<file path="config.mk">
export PLATFORM = sky130hd
export DESIGN_NAME = input_command_deframer
export DESIGN_NICKNAME = d
export VERILOG_FILES = /design/src/rtl/icd_pkg.sv /design/src/rtl/icd_parser.sv /design/src/rtl/icd_queue.sv /design/src/rtl/icd_out_stage.sv /design/src/rtl/input_command_deframer.sv
export SDC_FILE = /design/constraint.sdc
export NUM_CORES = 1
export LEC_CHECK = 0
export BUFFER_PORTS_ARGS = -buffer_cell sky130_fd_sc_hd__buf_2
export CORE_MARGIN = 8
export CORE_UTILIZATION = 40
export DETAILED_ROUTE_END_ITERATION = 10
export GPL_ROUTABILITY_DRIVEN = 0
export PLACE_DENSITY = 0.59
export REMOVE_ABC_BUFFERS = 1
export SYNTH_ARGS = -nofsm -noshare
export SYNTH_HDL_FRONTEND = slang
export SYNTH_SLANG_ARGS = --single-unit
</file>
<file path="constraint.sdc">
create_clock -name clk -period 5.7 [get_ports clk]
set_input_delay 1.14 -clock clk [delete_from_list [all_inputs] [get_ports clk]]
set_output_delay 1.14 -clock clk [all_outputs]
set_load 0.01 [all_outputs]
</file>
<file path="src/rtl/icd_pkg.sv">
// ----------------------------------------------------------------------------
// icd_pkg: shared types and constants of the input command deframer
// Header codes, frame lengths, command kinds and the command item that
// travels from the frame parser through the queue to the output stage.
// ----------------------------------------------------------------------------
package icd_pkg;

    // Header bytes that open a frame.
    localparam logic [7:0] HDR_KEY_PRESS   = 8'hC1;
    localparam logic [7:0] HDR_KEY_RELEASE = 8'hC2;
    localparam logic [7:0] HDR_RELATIVE    = 8'hC3;
    localparam logic [7:0] HDR_EXACT       = 8'hC4;
    localparam logic [7:0] HDR_WHEEL       = 8'hC5;

    // Byte position of the last byte of each frame, header at position zero.
    localparam logic [3:0] KEY_LAST_POS = 4'd4;
    localparam logic [3:0] PTR_LAST_POS = 4'd10;

    // Byte positions of the fields inside a frame.
    localparam logic [3:0] POS_ID      = 4'd1;
    localparam logic [3:0] POS_KEY     = 4'd2;
    localparam logic [3:0] POS_X_FIRST = 4'd2;
    localparam logic [3:0] POS_X_LAST  = 4'd5;
    localparam logic [3:0] POS_Y_FIRST = 4'd6;
    localparam logic [3:0] POS_Y_LAST  = 4'd9;

    // Command kinds reported on the output.
    localparam logic [2:0] KIND_PRESS    = 3'd0;
    localparam logic [2:0] KIND_RELEASE  = 3'd1;
    localparam logic [2:0] KIND_EXACT    = 3'd2;
    localparam logic [2:0] KIND_RELATIVE = 3'd3;
    localparam logic [2:0] KIND_WHEEL    = 3'd4;

    // Frame classes of a header byte.
    localparam logic [1:0] CLASS_NONE = 2'd0;
    localparam logic [1:0] CLASS_KEY  = 2'd1;
    localparam logic [1:0] CLASS_PTR  = 2'd2;

    // Default depth of the queue between parser and output stage.
    localparam int QUEUE_DEPTH_DEFAULT = 2;

    // One decoded command.
    typedef struct packed {
        logic [2:0]         kind;
        logic [7:0]         id;
        logic [7:0]         key;
        logic signed [31:0] x;
        logic signed [31:0] y;
    } icd_cmd_t;

    // Frame class of a byte taken as a header.
    function automatic logic [1:0] hdr_class(input logic [7:0] b);
        logic [1:0] cls;
        case (b) inside
            HDR_KEY_PRESS, HDR_KEY_RELEASE:         cls = CLASS_KEY;
            HDR_RELATIVE, HDR_EXACT, HDR_WHEEL:     cls = CLASS_PTR;
            default:                                cls = CLASS_NONE;
        endcase
        return cls;
    endfunction

    // Command kind that a header reports.
    function automatic logic [2:0] hdr_kind(input logic [7:0] b);
        logic [2:0] kind;
        case (b)
            HDR_KEY_PRESS:   kind = KIND_PRESS;
            HDR_KEY_RELEASE: kind = KIND_RELEASE;
            HDR_EXACT:       kind = KIND_EXACT;
            HDR_RELATIVE:    kind = KIND_RELATIVE;
            default:         kind = KIND_WHEEL;
        endcase
        return kind;
    endfunction

endpackage

</file>
<file path="src/rtl/icd_parser.sv">
// ----------------------------------------------------------------------------
// icd_parser: frame parser of the input command deframer
// Takes one byte per cycle while byte_accept is set, tracks the open frame,
// collects its fields and pushes one command into the queue at frame end.
// ----------------------------------------------------------------------------
module icd_parser
    import icd_pkg::*;
(
    input  logic     clk,
    input  logic     rst_n,
    input  logic     byte_accept,
    input  logic [7:0] rx_byte,
    output logic     push,
    output icd_cmd_t push_cmd
);

    logic [7:0]         header_reg, header_next;
    logic [3:0]         count_reg, count_next;
    logic [7:0]         id_reg, id_next;
    logic [7:0]         key_reg, key_next;
    logic signed [31:0] x_reg, x_next;
    logic signed [31:0] y_reg, y_next;
    logic [1:0]         open_class;

    assign open_class = hdr_class(header_reg);

    // Frame tracking and field collection.
    always_comb
    begin
        header_next = header_reg;
        count_next  = count_reg;
        id_next     = id_reg;
        key_next    = key_reg;
        x_next      = x_reg;
        y_next      = y_reg;
        push        = 1'b0;
        push_cmd    = '0;
        if (byte_accept)
        begin
            unique case (open_class)
                CLASS_KEY:
                begin
                    if (count_reg == POS_ID)
                    begin
                        id_next = rx_byte;
                    end
                    else if (count_reg == POS_KEY)
                    begin
                        key_next = rx_byte;
                    end
                    if (count_reg >= KEY_LAST_POS)
                    begin
                        push          = 1'b1;
                        push_cmd.kind = hdr_kind(header_reg);
                        push_cmd.id   = id_reg;
                        push_cmd.key  = key_reg;
                        header_next   = '0;
                        count_next    = '0;
                    end
                    else
                    begin
                        count_next = count_reg + 4'd1;
                    end
                end
                CLASS_PTR:
                begin
                    if (count_reg == POS_ID)
                    begin
                        id_next = rx_byte;
                    end
                    else if (count_reg >= POS_X_FIRST && count_reg <= POS_X_LAST)
                    begin
                        x_next = {x_reg[23:0], rx_byte};
                    end
                    else if (count_reg >= POS_Y_FIRST && count_reg <= POS_Y_LAST)
                    begin
                        y_next = {y_reg[23:0], rx_byte};
                    end
                    if (count_reg >= PTR_LAST_POS)
                    begin
                        push          = 1'b1;
                        push_cmd.kind = hdr_kind(header_reg);
                        push_cmd.id   = id_reg;
                        push_cmd.x    = x_reg;
                        push_cmd.y    = y_reg;
                        header_next   = '0;
                        count_next    = '0;
                    end
                    else
                    begin
                        count_next = count_reg + 4'd1;
                    end
                end
                default:
                begin
                    // No frame open: keep only a known header byte.
                    if (hdr_class(rx_byte) != CLASS_NONE)
                    begin
                        header_next = rx_byte;
                        count_next  = 4'd1;
                    end
                    else
                    begin
                        header_next = '0;
                        count_next  = '0;
                    end
                end
            endcase
        end
    end

    // Frame control state.
    always_ff @(posedge clk or negedge rst_n)
    begin
        if (!rst_n)
        begin
            header_reg <= '0;
            count_reg  <= '0;
        end
        else
        begin
            header_reg <= header_next;
            count_reg  <= count_next;
        end
    end

    // Collected fields.
    always_ff @(posedge clk)
    begin
        id_reg  <= id_next;
        key_reg <= key_next;
        x_reg   <= x_next;
        y_reg   <= y_next;
    end

`ifndef SYNTH
    // A frame is open exactly when the byte count is nonzero.
    assert property (@(posedge clk) disable iff (!rst_n)
        (header_reg == 8'h00) == (count_reg == 4'd0))
        else $error("icd_parser: header and byte count disagree");

    // The count never passes the last position of the open frame.
    assert property (@(posedge clk) disable iff (!rst_n)
        (open_class != CLASS_KEY || count_reg <= KEY_LAST_POS) &&
        (open_class != CLASS_PTR || count_reg <= PTR_LAST_POS))
        else $error("icd_parser: byte count beyond frame end");

    // A command leaves the parser only from an open frame, which then closes.
    assert property (@(posedge clk) disable iff (!rst_n)
        push |-> (open_class != CLASS_NONE) ##1 (header_reg == 8'h00))
        else $error("icd_parser: command without a properly closed frame");
`endif

endmodule

</file>
<file path="src/rtl/icd_queue.sv">
// ----------------------------------------------------------------------------
// icd_queue: command queue of the input command deframer
// A short first-in first-out queue of decoded commands that lets the parser
// and the output stage stall independently.
// ----------------------------------------------------------------------------
module icd_queue
    import icd_pkg::*;
#(
    parameter int DEPTH = QUEUE_DEPTH_DEFAULT
)
(
    input  logic     clk,
    input  logic     rst_n,
    input  logic     push,
    input  icd_cmd_t push_cmd,
    output logic     full,
    input  logic     pop,
    output logic     empty,
    output icd_cmd_t head_cmd
);

    localparam int PTR_W = $clog2(DEPTH);
    localparam int CNT_W = $clog2(DEPTH + 1);
    localparam logic [PTR_W-1:0] PTR_LAST = PTR_W'(DEPTH - 1);
    localparam logic [CNT_W-1:0] CNT_FULL = CNT_W'(DEPTH);

    icd_cmd_t         slot_reg [DEPTH];
    logic [PTR_W-1:0] wr_ptr_reg, wr_ptr_next;
    logic [PTR_W-1:0] rd_ptr_reg, rd_ptr_next;
    logic [CNT_W-1:0] count_reg, count_next;

    assign full     = (count_reg == CNT_FULL);
    assign empty    = (count_reg == '0);
    assign head_cmd = slot_reg[rd_ptr_reg];

    // Pointer and fill count update.
    always_comb
    begin
        wr_ptr_next = wr_ptr_reg;
        rd_ptr_next = rd_ptr_reg;
        count_next  = count_reg;
        if (push)
        begin
            wr_ptr_next = (wr_ptr_reg == PTR_LAST) ? '0 : wr_ptr_reg + 1'b1;
        end
        if (pop)
        begin
            rd_ptr_next = (rd_ptr_reg == PTR_LAST) ? '0 : rd_ptr_reg + 1'b1;
        end
        if (push && !pop)
        begin
            count_next = count_reg + 1'b1;
        end
        else if (pop && !push)
        begin
            count_next = count_reg - 1'b1;
        end
    end

    always_ff @(posedge clk or negedge rst_n)
    begin
        if (!rst_n)
        begin
            wr_ptr_reg <= '0;
            rd_ptr_reg <= '0;
            count_reg  <= '0;
        end
        else
        begin
            wr_ptr_reg <= wr_ptr_next;
            rd_ptr_reg <= rd_ptr_next;
            count_reg  <= count_next;
        end
    end

    // Command storage.
    always_ff @(posedge clk)
    begin
        if (push)
        begin
            slot_reg[wr_ptr_reg] <= push_cmd;
        end
    end

`ifndef SYNTH
    // The producer never writes into a full queue.
    assert property (@(posedge clk) disable iff (!rst_n) push |-> !full)
        else $error("icd_queue: push while full");

    // The consumer never reads an empty queue.
    assert property (@(posedge clk) disable iff (!rst_n) pop |-> !empty)
        else $error("icd_queue: pop while empty");

    // The fill count never passes the depth.
    assert property (@(posedge clk) disable iff (!rst_n) count_reg <= CNT_FULL)
        else $error("icd_queue: fill count beyond depth");
`endif

endmodule

</file>
<file path="src/rtl/icd_out_stage.sv">
// ----------------------------------------------------------------------------
// icd_out_stage: output register of the input command deframer
// Holds the command on the output channel and refills from the queue
// whenever the register is empty or its item is being taken.
// ----------------------------------------------------------------------------
module icd_out_stage
    import icd_pkg::*;
(
    input  logic     clk,
    input  logic     rst_n,
    input  logic     q_empty,
    input  icd_cmd_t q_head,
    output logic     q_pop,
    output logic     out_valid,
    input  logic     out_stall,
    output icd_cmd_t out_cmd
);

    logic     valid_reg, valid_next;
    icd_cmd_t cmd_reg;

    // Load the next command when the register is free this cycle.
    assign q_pop      = !q_empty && (!valid_reg || !out_stall);
    assign valid_next = q_pop ? 1'b1 : (valid_reg && out_stall);

    always_ff @(posedge clk or negedge rst_n)
    begin
        if (!rst_n)
        begin
            valid_reg <= 1'b0;
        end
        else
        begin
            valid_reg <= valid_next;
        end
    end

    always_ff @(posedge clk)
    begin
        if (q_pop)
        begin
            cmd_reg <= q_head;
        end
    end

    assign out_valid = valid_reg;
    assign out_cmd   = cmd_reg;

endmodule

</file>
<file path="src/rtl/input_command_deframer.sv">
// ----------------------------------------------------------------------------
// input_command_deframer: remote-input command frame decoder
// Decodes key frames and pointer frames from a received byte stream.
// ----------------------------------------------------------------------------
// The block takes one received byte per clock cycle on the input channel and
// reports one command for each complete frame: a 5-byte key frame (headers
// 0xC1, 0xC2) or an 11-byte pointer frame (headers 0xC3, 0xC4, 0xC5). Bytes
// outside a frame that are not a known header are dropped; checksum and
// reserved bytes are consumed without a check. The parser updates its frame
// state for each accepted byte, so input bytes are taken back to back.
// The command queue takes a command at the edge that accepts the last byte of
// its frame; the output register loads it from the queue when the register is
// empty or its command is being taken, and then shows it on the output.
// The input stalls only while the command queue is full, which happens only
// when the output side holds off commands; with a free output the sustained
// rate is one byte per cycle.
module input_command_deframer
    import icd_pkg::*;
#(
    parameter int QUEUE_DEPTH = QUEUE_DEPTH_DEFAULT
)
(
    input  logic               clk,
    input  logic               rst_n,
    input  logic               in_valid,
    output logic               in_stall,
    input  logic [7:0]         rx_byte,
    output logic               out_valid,
    input  logic               out_stall,
    output logic [2:0]         command_kind,
    output logic [7:0]         message_id,
    output logic [7:0]         key_code,
    output logic signed [31:0] pos_x,
    output logic signed [31:0] pos_y
);

    logic     byte_accept;
    logic     push;
    icd_cmd_t push_cmd;
    logic     q_full;
    logic     q_empty;
    logic     q_pop;
    icd_cmd_t q_head;
    icd_cmd_t out_cmd;

    assign in_stall    = q_full;
    assign byte_accept = in_valid && !in_stall;

    // Front: frame parser.
    icd_parser u_parser (
        .clk         (clk),
        .rst_n       (rst_n),
        .byte_accept (byte_accept),
        .rx_byte     (rx_byte),
        .push        (push),
        .push_cmd    (push_cmd)
    );

    // Command queue between parser and output.
    icd_queue #(
        .DEPTH (QUEUE_DEPTH)
    ) u_queue (
        .clk      (clk),
        .rst_n    (rst_n),
        .push     (push),
        .push_cmd (push_cmd),
        .full     (q_full),
        .pop      (q_pop),
        .empty    (q_empty),
        .head_cmd (q_head)
    );

    // Back: output register.
    icd_out_stage u_out (
        .clk       (clk),
        .rst_n     (rst_n),
        .q_empty   (q_empty),
        .q_head    (q_head),
        .q_pop     (q_pop),
        .out_valid (out_valid),
        .out_stall (out_stall),
        .out_cmd   (out_cmd)
    );

    assign command_kind = out_cmd.kind;
    assign message_id   = out_cmd.id;
    assign key_code     = out_cmd.key;
    assign pos_x        = out_cmd.x;
    assign pos_y        = out_cmd.y;

endmodule

</file>
==> results.py, run 1 <==
metrics = {
    "setup_path": {
        "cp-end-kind": "flip-flop",
        "arrival_ps": 3310,
        "cp_cell_sequence": "buf_2 > nand4_4 > nor4_4 > and2_4",
        "crit_family": "simple AND/OR/NAND/NOR gates",
        "cpPeakStageDelay_ps": 1060,
        "start_kind": "input pin",
        "path_class": "in2reg",
        "cp.required_ps": 5810,
        "cp_num_buf_inv": 1,
        "path_max_fanout": 83,
        "crit_slowest_cell": "and2_4",
    },
    "synth": {
        "synth_top_area_share_pct": 78.23,
        "ys_seq_area_share_pct": 81.60,
        "synth_area_um2": 12630,
        "synthCells": 637,
        "ys_seq_elements": 346,
        "synthArstFlopShare_pct": 4.913,
        "synth_edf_count": 329,
        "synth.distinct_cells": 45,
        "synth_top_area_cell": "edfxtp_1",
        "ys.flop_type": "edfxtp_1",
        "yosys_warnings": 0,
        "synth.area.top_cells": "edfxtp_1 78%, mux2_2 7.4%, and2_1 4.2%",
        "avgSynthCellArea_um2": 19.82,
    },
    "clocking": {
        "cts.clk_slew.worst_paths_ps": 60,
        "numClockSinks": 346,
        "htreeDepth": 2,
        "post_cts_resized": 0,
        "cts_tree": "yes",
        "clock_path_buffers": 3,
        "cts_buffers": 35,
        "cts-root-buf": "clkbuf_16",
        "postCtsSetupBuffers": 0,
        "clock_latency_ps": 500,
        "cts_hold_buf": 0,
    },
    "grt": {
        "grt_max_degree": 85,
        "overflow": 0,
        "grt_pass1_wl_um": 33220,
        "grt_antenna_before_repair": 1,
        "grt_pass1_vias": 5986,
        "track_usage_pct": 11.11,
    },
    "power_and_ir_drop": {
        "power_frac_comb_pct": 8.7,
        "swShare_pct": 22.95,
        "leakage_nw": 5.740,
        "p_switching_mw": 1.353,
        "p_int_mw": 4.542,
        "vdd_ir_drop_max_uv": 194.3,
        "p_seq_share_pct": 53.3,
        "total_power_mw": 5.895,
        "clockPowerShare_pct": 38.0,
        "powerDensity_nw_per_um2": 401.9,
    },
    "cells_and_area": {
        "mostFrequentLayoutCell": "edfxtp_1",
        "synthToLayoutAreaGrowth_pct": 16.15,
        "final_cell_area_um2": 14670,
        "largest_register_ffs": 166,
        "final_cell_mix": "329 x edfxtp_1, 96 x buf_2, 84 x and2_1, 83 x mux2_2, 37 x clkbuf_16",
        "drive_gt1_share_pct": 32.30,
        "finalNetCount": 768,
    },
    "sta": {
        "finalHoldViolations": 0,
        "fin_crit_sh_pct": 56.22,
        "rsz0062_at_grt": "no",
        "fmax_mhz": 312.1,
        "relSlewSlack_pct": 20.17,
        "slew_viol_final": 0,
        "finalWorstPathRequiredPeriod_ps": 3204,
        "fin_skew_ps": 10.75,
        "setup_viol": 0,
        "holdWs_ps": 438.0,
        "worst_pin_slew_ps": 1197,
    },
    "outcome": {
        "outcome": "finished clean",
    },
    "routing": {
        "firstDrtPassIters": 5,
        "vias_per_cell": 4.802,
        "drt_iter0_drc": 326,
        "postRouteAntennaNets": 0,
        "wirelength_um": 21090,
        "vias": 5652,
        "drc": 0,
        "post_drt_wl_per_cell_um": 17.92,
    },
    "die": {
        "fp.dieW_um": 193.7,
        "die_area_um2": 37510,
        "die_h_um": 193.7,
        "rows": 65,
        "initial_utilization_pct": 40.33,
        "ioPinCount": 97,
        "core_area_um2": 31310,
    },
    "placed_design": {
        "post_dp_cell_area_um2": 13530,
        "port_buffers": 96,
        "hpwl_um": 12440,
    },
    "job": {
        "drv_cap": 0,
    },
    "min_path": {
        "hp-class": "reg2reg",
    },
}
-- layer usage --
layer  up-vias  GRT usage [%]  wire [µm]
met3        50          3.002       1048
met4         0          4.162        631
met2       139          18.46      10160
met5         -              0          0
li1       2657              -          -
met1      2806          13.77       9259
-- synth_stat cells, types with 2 or more instances --
master,n
a21oi_1,4
a31oi_1,2
and2_1,85
and3b_1,2
buf_2,10
buf_6,7
clkbuf_1,5
dfrtp_1,17
edfxtp_1,329
ha_1,5
inv_1,11
mux2_2,83
mux2i_1,5
nand2_1,11
nand3_1,5
nand3b_1,3
nand4_1,2
nor2_1,12
nor2b_1,3
nor3_1,3
nor4_1,2
nor4_4,2
o21ai_0,3
or3_1,2
xnor2_1,3
xor2_1,2
-- power by group through the flow --
| stage | Clock (mW) | Sequential (mW) | Combinational [mW] |
|---|---|---|---|
| after floorplan | 0 | 3.23 | 0.258 |
| after global placement | 0 | 3.20 | 0.516 |
| after detailed placement | 0 | 3.20 | 0.528 |
| after CTS | 2.31 | 3.15 | 0.530 |
| after global routing | 2.40 | 3.17 | 0.558 |
| final | 2.24 | 3.14 | 0.513 |
-- kinds of logic after synthesis --
group / after synthesis / share of synthesized area [%]
xor+xnor: 6 / 0.4757
fa+ha+maj: 5 / 0.4954
mux: 88 / 7.798
buf+inv: 33 / 1.496
flops: 346 / 81.60
simple gates: 140 / 6.965
compound gates: 19 / 1.169
-- worst paths after layout --
path	startpoint	end	slack (ps)	depth (start not counted)
min in group asynchronous	rst_n	u_out.out_valid	570	1
max in group asynchronous	rst_n	u_queue.rd_ptr_reg	4810	1
setup reg to reg	u_parser.header_reg[4]	u_queue.slot_reg[1][11]	2540	4
hold / removal	u_parser.x_reg[15]	u_parser.x_reg[23]	440	0
hold reg to reg	u_parser.x_reg[15]	u_parser.x_reg[23]	440	0
setup / recovery	in_valid	u_queue.slot_reg[1][11]	2500	4
-- worst register-to-register path, stage by stage, from the launching register on --
cell	delay (ps)
dfrtp_1	380
and4bb_2	350
nand4_4	190
nor4_4	750
and2_4	1070
-- final cells by class --
class	count	area, µm²
Clock buffer	40	937.1
Inverter	11	43.79
Sequential cell	346	10310
Fill cell	2628	16640
Antenna cell	1	2.502
Timing Repair Buffer	99	503.0
Tap cell	402	503.0
Clock inverter	20	200.2
Multi-Input combinational cell	258	2170
-- per-stage QoR --
stage / TNS (ps) / setup WS (ps) / std cells / util, %
after global placement: 0 / 2022 / 1116 / 43.20
after global routing: 0 / 2318 / 1176 / 46.84
after detailed placement: 0 / 1942 / 1116 / 43.20
after floorplan: -31810 / -383.2 / 615 / -
after CTS: 0 / 2470 / 1176 / 46.84
final: 0 / 2496 / 1177 / 46.85
No activity file was read; power rests on OpenSTA's default activity.
==> run 2: changes to the inputs <==
--- a/config.mk
+++ b/config.mk
@@ -10,7 +10,7 @@
 export CORE_UTILIZATION = 40
 export DETAILED_ROUTE_END_ITERATION = 10
 export GPL_ROUTABILITY_DRIVEN = 0
-export PLACE_DENSITY = 0.59
+export PLACE_DENSITY = 0.57
 export REMOVE_ABC_BUFFERS = 1
 export SYNTH_ARGS = -nofsm -noshare
 export SYNTH_HDL_FRONTEND = slang
==> constraint.sdc (replaced) <==
create_clock -name clk -period 3.02 [get_ports clk]
set_input_delay 0.604 -clock clk [delete_from_list [all_inputs] [get_ports clk]]
set_output_delay 0.604 -clock clk [all_outputs]
set_load 0.01 [all_outputs]
==> run 2 against run 1 <==
Compared with the run above:
- global-route usage is 0.53 points higher
- via count grew 1.1%
- cell area increased by 0.30%
- critical path depth up 1
- flip-flop and latch count stayed put
- power increased by 84%
- sequential power increased by 85%
- die area unchanged
- register-to-register slack got worse by 2000 ps
- largest cell class unchanged
==> results.py, run 2 (same netlist as run 1, synthesis figures left out) <==
metrics = {
    "cells_and_area": {
        "final_cell_area_um2": 14710,
        "final_cell_mix": "329 x edfxtp_1, 96 x buf_2, 84 x and2_1, 83 x mux2_2, 37 x clkbuf_16",
        "layout.cells.non_filler": 1188,
        "drive_gt1_share_pct": 32.40,
        "multi_input_area_um2": 2170,
        "finalNetCount": 781,
        "mostFrequentLayoutCell": "edfxtp_1",
        "largest_register_ffs": 166,
        "nFillCells": 2589,
        "synthToLayoutAreaGrowth_pct": 16.50,
        "final_core_util_pct": 46.99,
        "register_area_um2": 10310,
    },
    "setup_path": {
        "arrival_ps": 2680,
        "path_max_fanout": 36,
        "path_class": "reg2reg",
        "cp-end-kind": "flip-flop",
        "start_kind": "flip-flop",
        "cp.required_ps": 3200,
    },
    "clocking": {
        "htreeDepth": 2,
        "postCtsSetupBuffers": 0,
        "cts_buffers": 36,
        "cts-root-buf": "clkbuf_16",
        "clock_latency_ps": 490,
        "clock_path_buffers": 3,
        "cts.clk_slew.worst_paths_ps": 60,
        "cts_hold_buf": 0,
        "post_cts_resized": 0,
        "cts_tree": "yes",
        "numClockSinks": 346,
    },
    "routing": {
        "vias": 5713,
        "postRouteAntennaNets": 0,
        "firstDrtPassIters": 5,
        "drc": 0,
        "post_drt_wl_per_cell_um": 18.39,
        "drt_iter0_drc": 280,
        "wirelength_um": 21850,
        "vias_per_cell": 4.809,
    },
    "power_and_ir_drop": {
        "leakage_nw": 5.763,
        "power_frac_comb_pct": 10.8,
        "p_seq_share_pct": 53.7,
        "powerDensity_nw_per_um2": 735.6,
        "p_int_mw": 8.270,
        "total_power_mw": 10.82,
        "vdd_ir_drop_max_uv": 342.7,
        "swShare_pct": 23.59,
        "p_switching_mw": 2.553,
        "clockPowerShare_pct": 35.5,
    },
    "min_path": {
        "hp-class": "in2async",
    },
    "sta": {
        "rsz0062_at_grt": "no",
        "finalWorstPathRequiredPeriod_ps": 2503,
        "relSlewSlack_pct": 55.11,
        "fin_skew_ps": 8.123,
        "finalHoldViolations": 0,
        "fin_crit_sh_pct": 82.87,
        "slew_viol_final": 0,
        "fmax_mhz": 399.6,
        "worst_pin_slew_ps": 669.7,
        "setup_viol": 0,
    },
    "grt": {
        "grt_antenna_before_repair": 1,
        "grt_pass1_vias": 6183,
        "grt_pass1_wl_um": 34780,
        "grt_max_degree": 50,
        "overflow": 0,
        "track_usage_pct": 11.64,
    },
    "placed_design": {
        "port_buffers": 96,
        "post_dp_cell_area_um2": 13690,
        "dp_cells": 1128,
        "hpwl_um": 13860,
    },
    "die": {
        "ioPinCount": 97,
        "core_area_um2": 31310,
        "rows": 65,
        "fp.dieW_um": 193.7,
        "die_area_um2": 37510,
        "die_h_um": 193.7,
        "initial_utilization_pct": 40.33,
    },
    "job": {
        "drv_cap": 0,
    },
    "outcome": {
        "outcome": "finished clean",
    },
}
run 2: worst max-delay path, cell delays in order (launching register included):
cell and delay [ps]:
dfrtp_1 400, and4bb_2 360, nand4_4 190, nor4_4 470, and2_4 460, buf_12 280
run 2: per-stage QoR:
step | hold slack [ps] | TNS [ps] | setup slack [ps]
6_report | 41.53 | 0 | 517.4
5_1_grt | 50.06 | 0 | 364.2
4_1_cts | 34.26 | 0 | 476.7
3_5_place_dp | 422.6 | 0 | 498.3
3_3_place_gp | 420.4 | 0 | 599.6
2_1_floorplan | 308.4 | -312930 | -2636
run 2: layout make-up:
cell class                 instances  area share (%)
sequential                       346           70.07
inverter                          11          0.2977
tap                              402           3.419
multi-input combinational        258           14.75
clock buffer                      44           6.472
timing repair buffer             111           4.542
antenna                            2         0.03402
clock inverter                    14          0.4167
run 2: power groups by stage:
stage	sequential [mW]	clock [mW]	combinational, mW
after CTS	5.83	3.96	1.20
final	5.82	3.84	1.16
after floorplan	6.09	0	0.486
after detailed placement	5.93	0	1.20
after global routing	5.86	4.14	1.26
after global placement	5.92	0	1.18
run 2: final timing paths:
check	slack, ps	from	endpoint	cells past startpoint
setup / recovery	520	u_parser.header_reg[4]	u_queue.slot_reg[1][19]	5
hold / removal	40	rst_n	u_parser.count_reg[1]	1
setup reg to reg	520	u_parser.header_reg[4]	u_queue.slot_reg[1][19]	5
hold reg to reg	430	u_parser.x_reg[10]	u_parser.x_reg[18]	0
max in group asynchronous	2650	rst_n	u_queue.rd_ptr_reg	1
min in group clk	370	out_stall	u_out.out_valid	3
run 2: routing by layer:
metal	share of wire [%]	vias up	wire length [µm]	track usage (%)
met5	0	-	0	0
met3	4.4	32	956	2.551
met4	1.9	0	422	3.307
met2	50	128	10960	19.76
li1	-	2670	-	-
met1	44	2883	9507	14.86
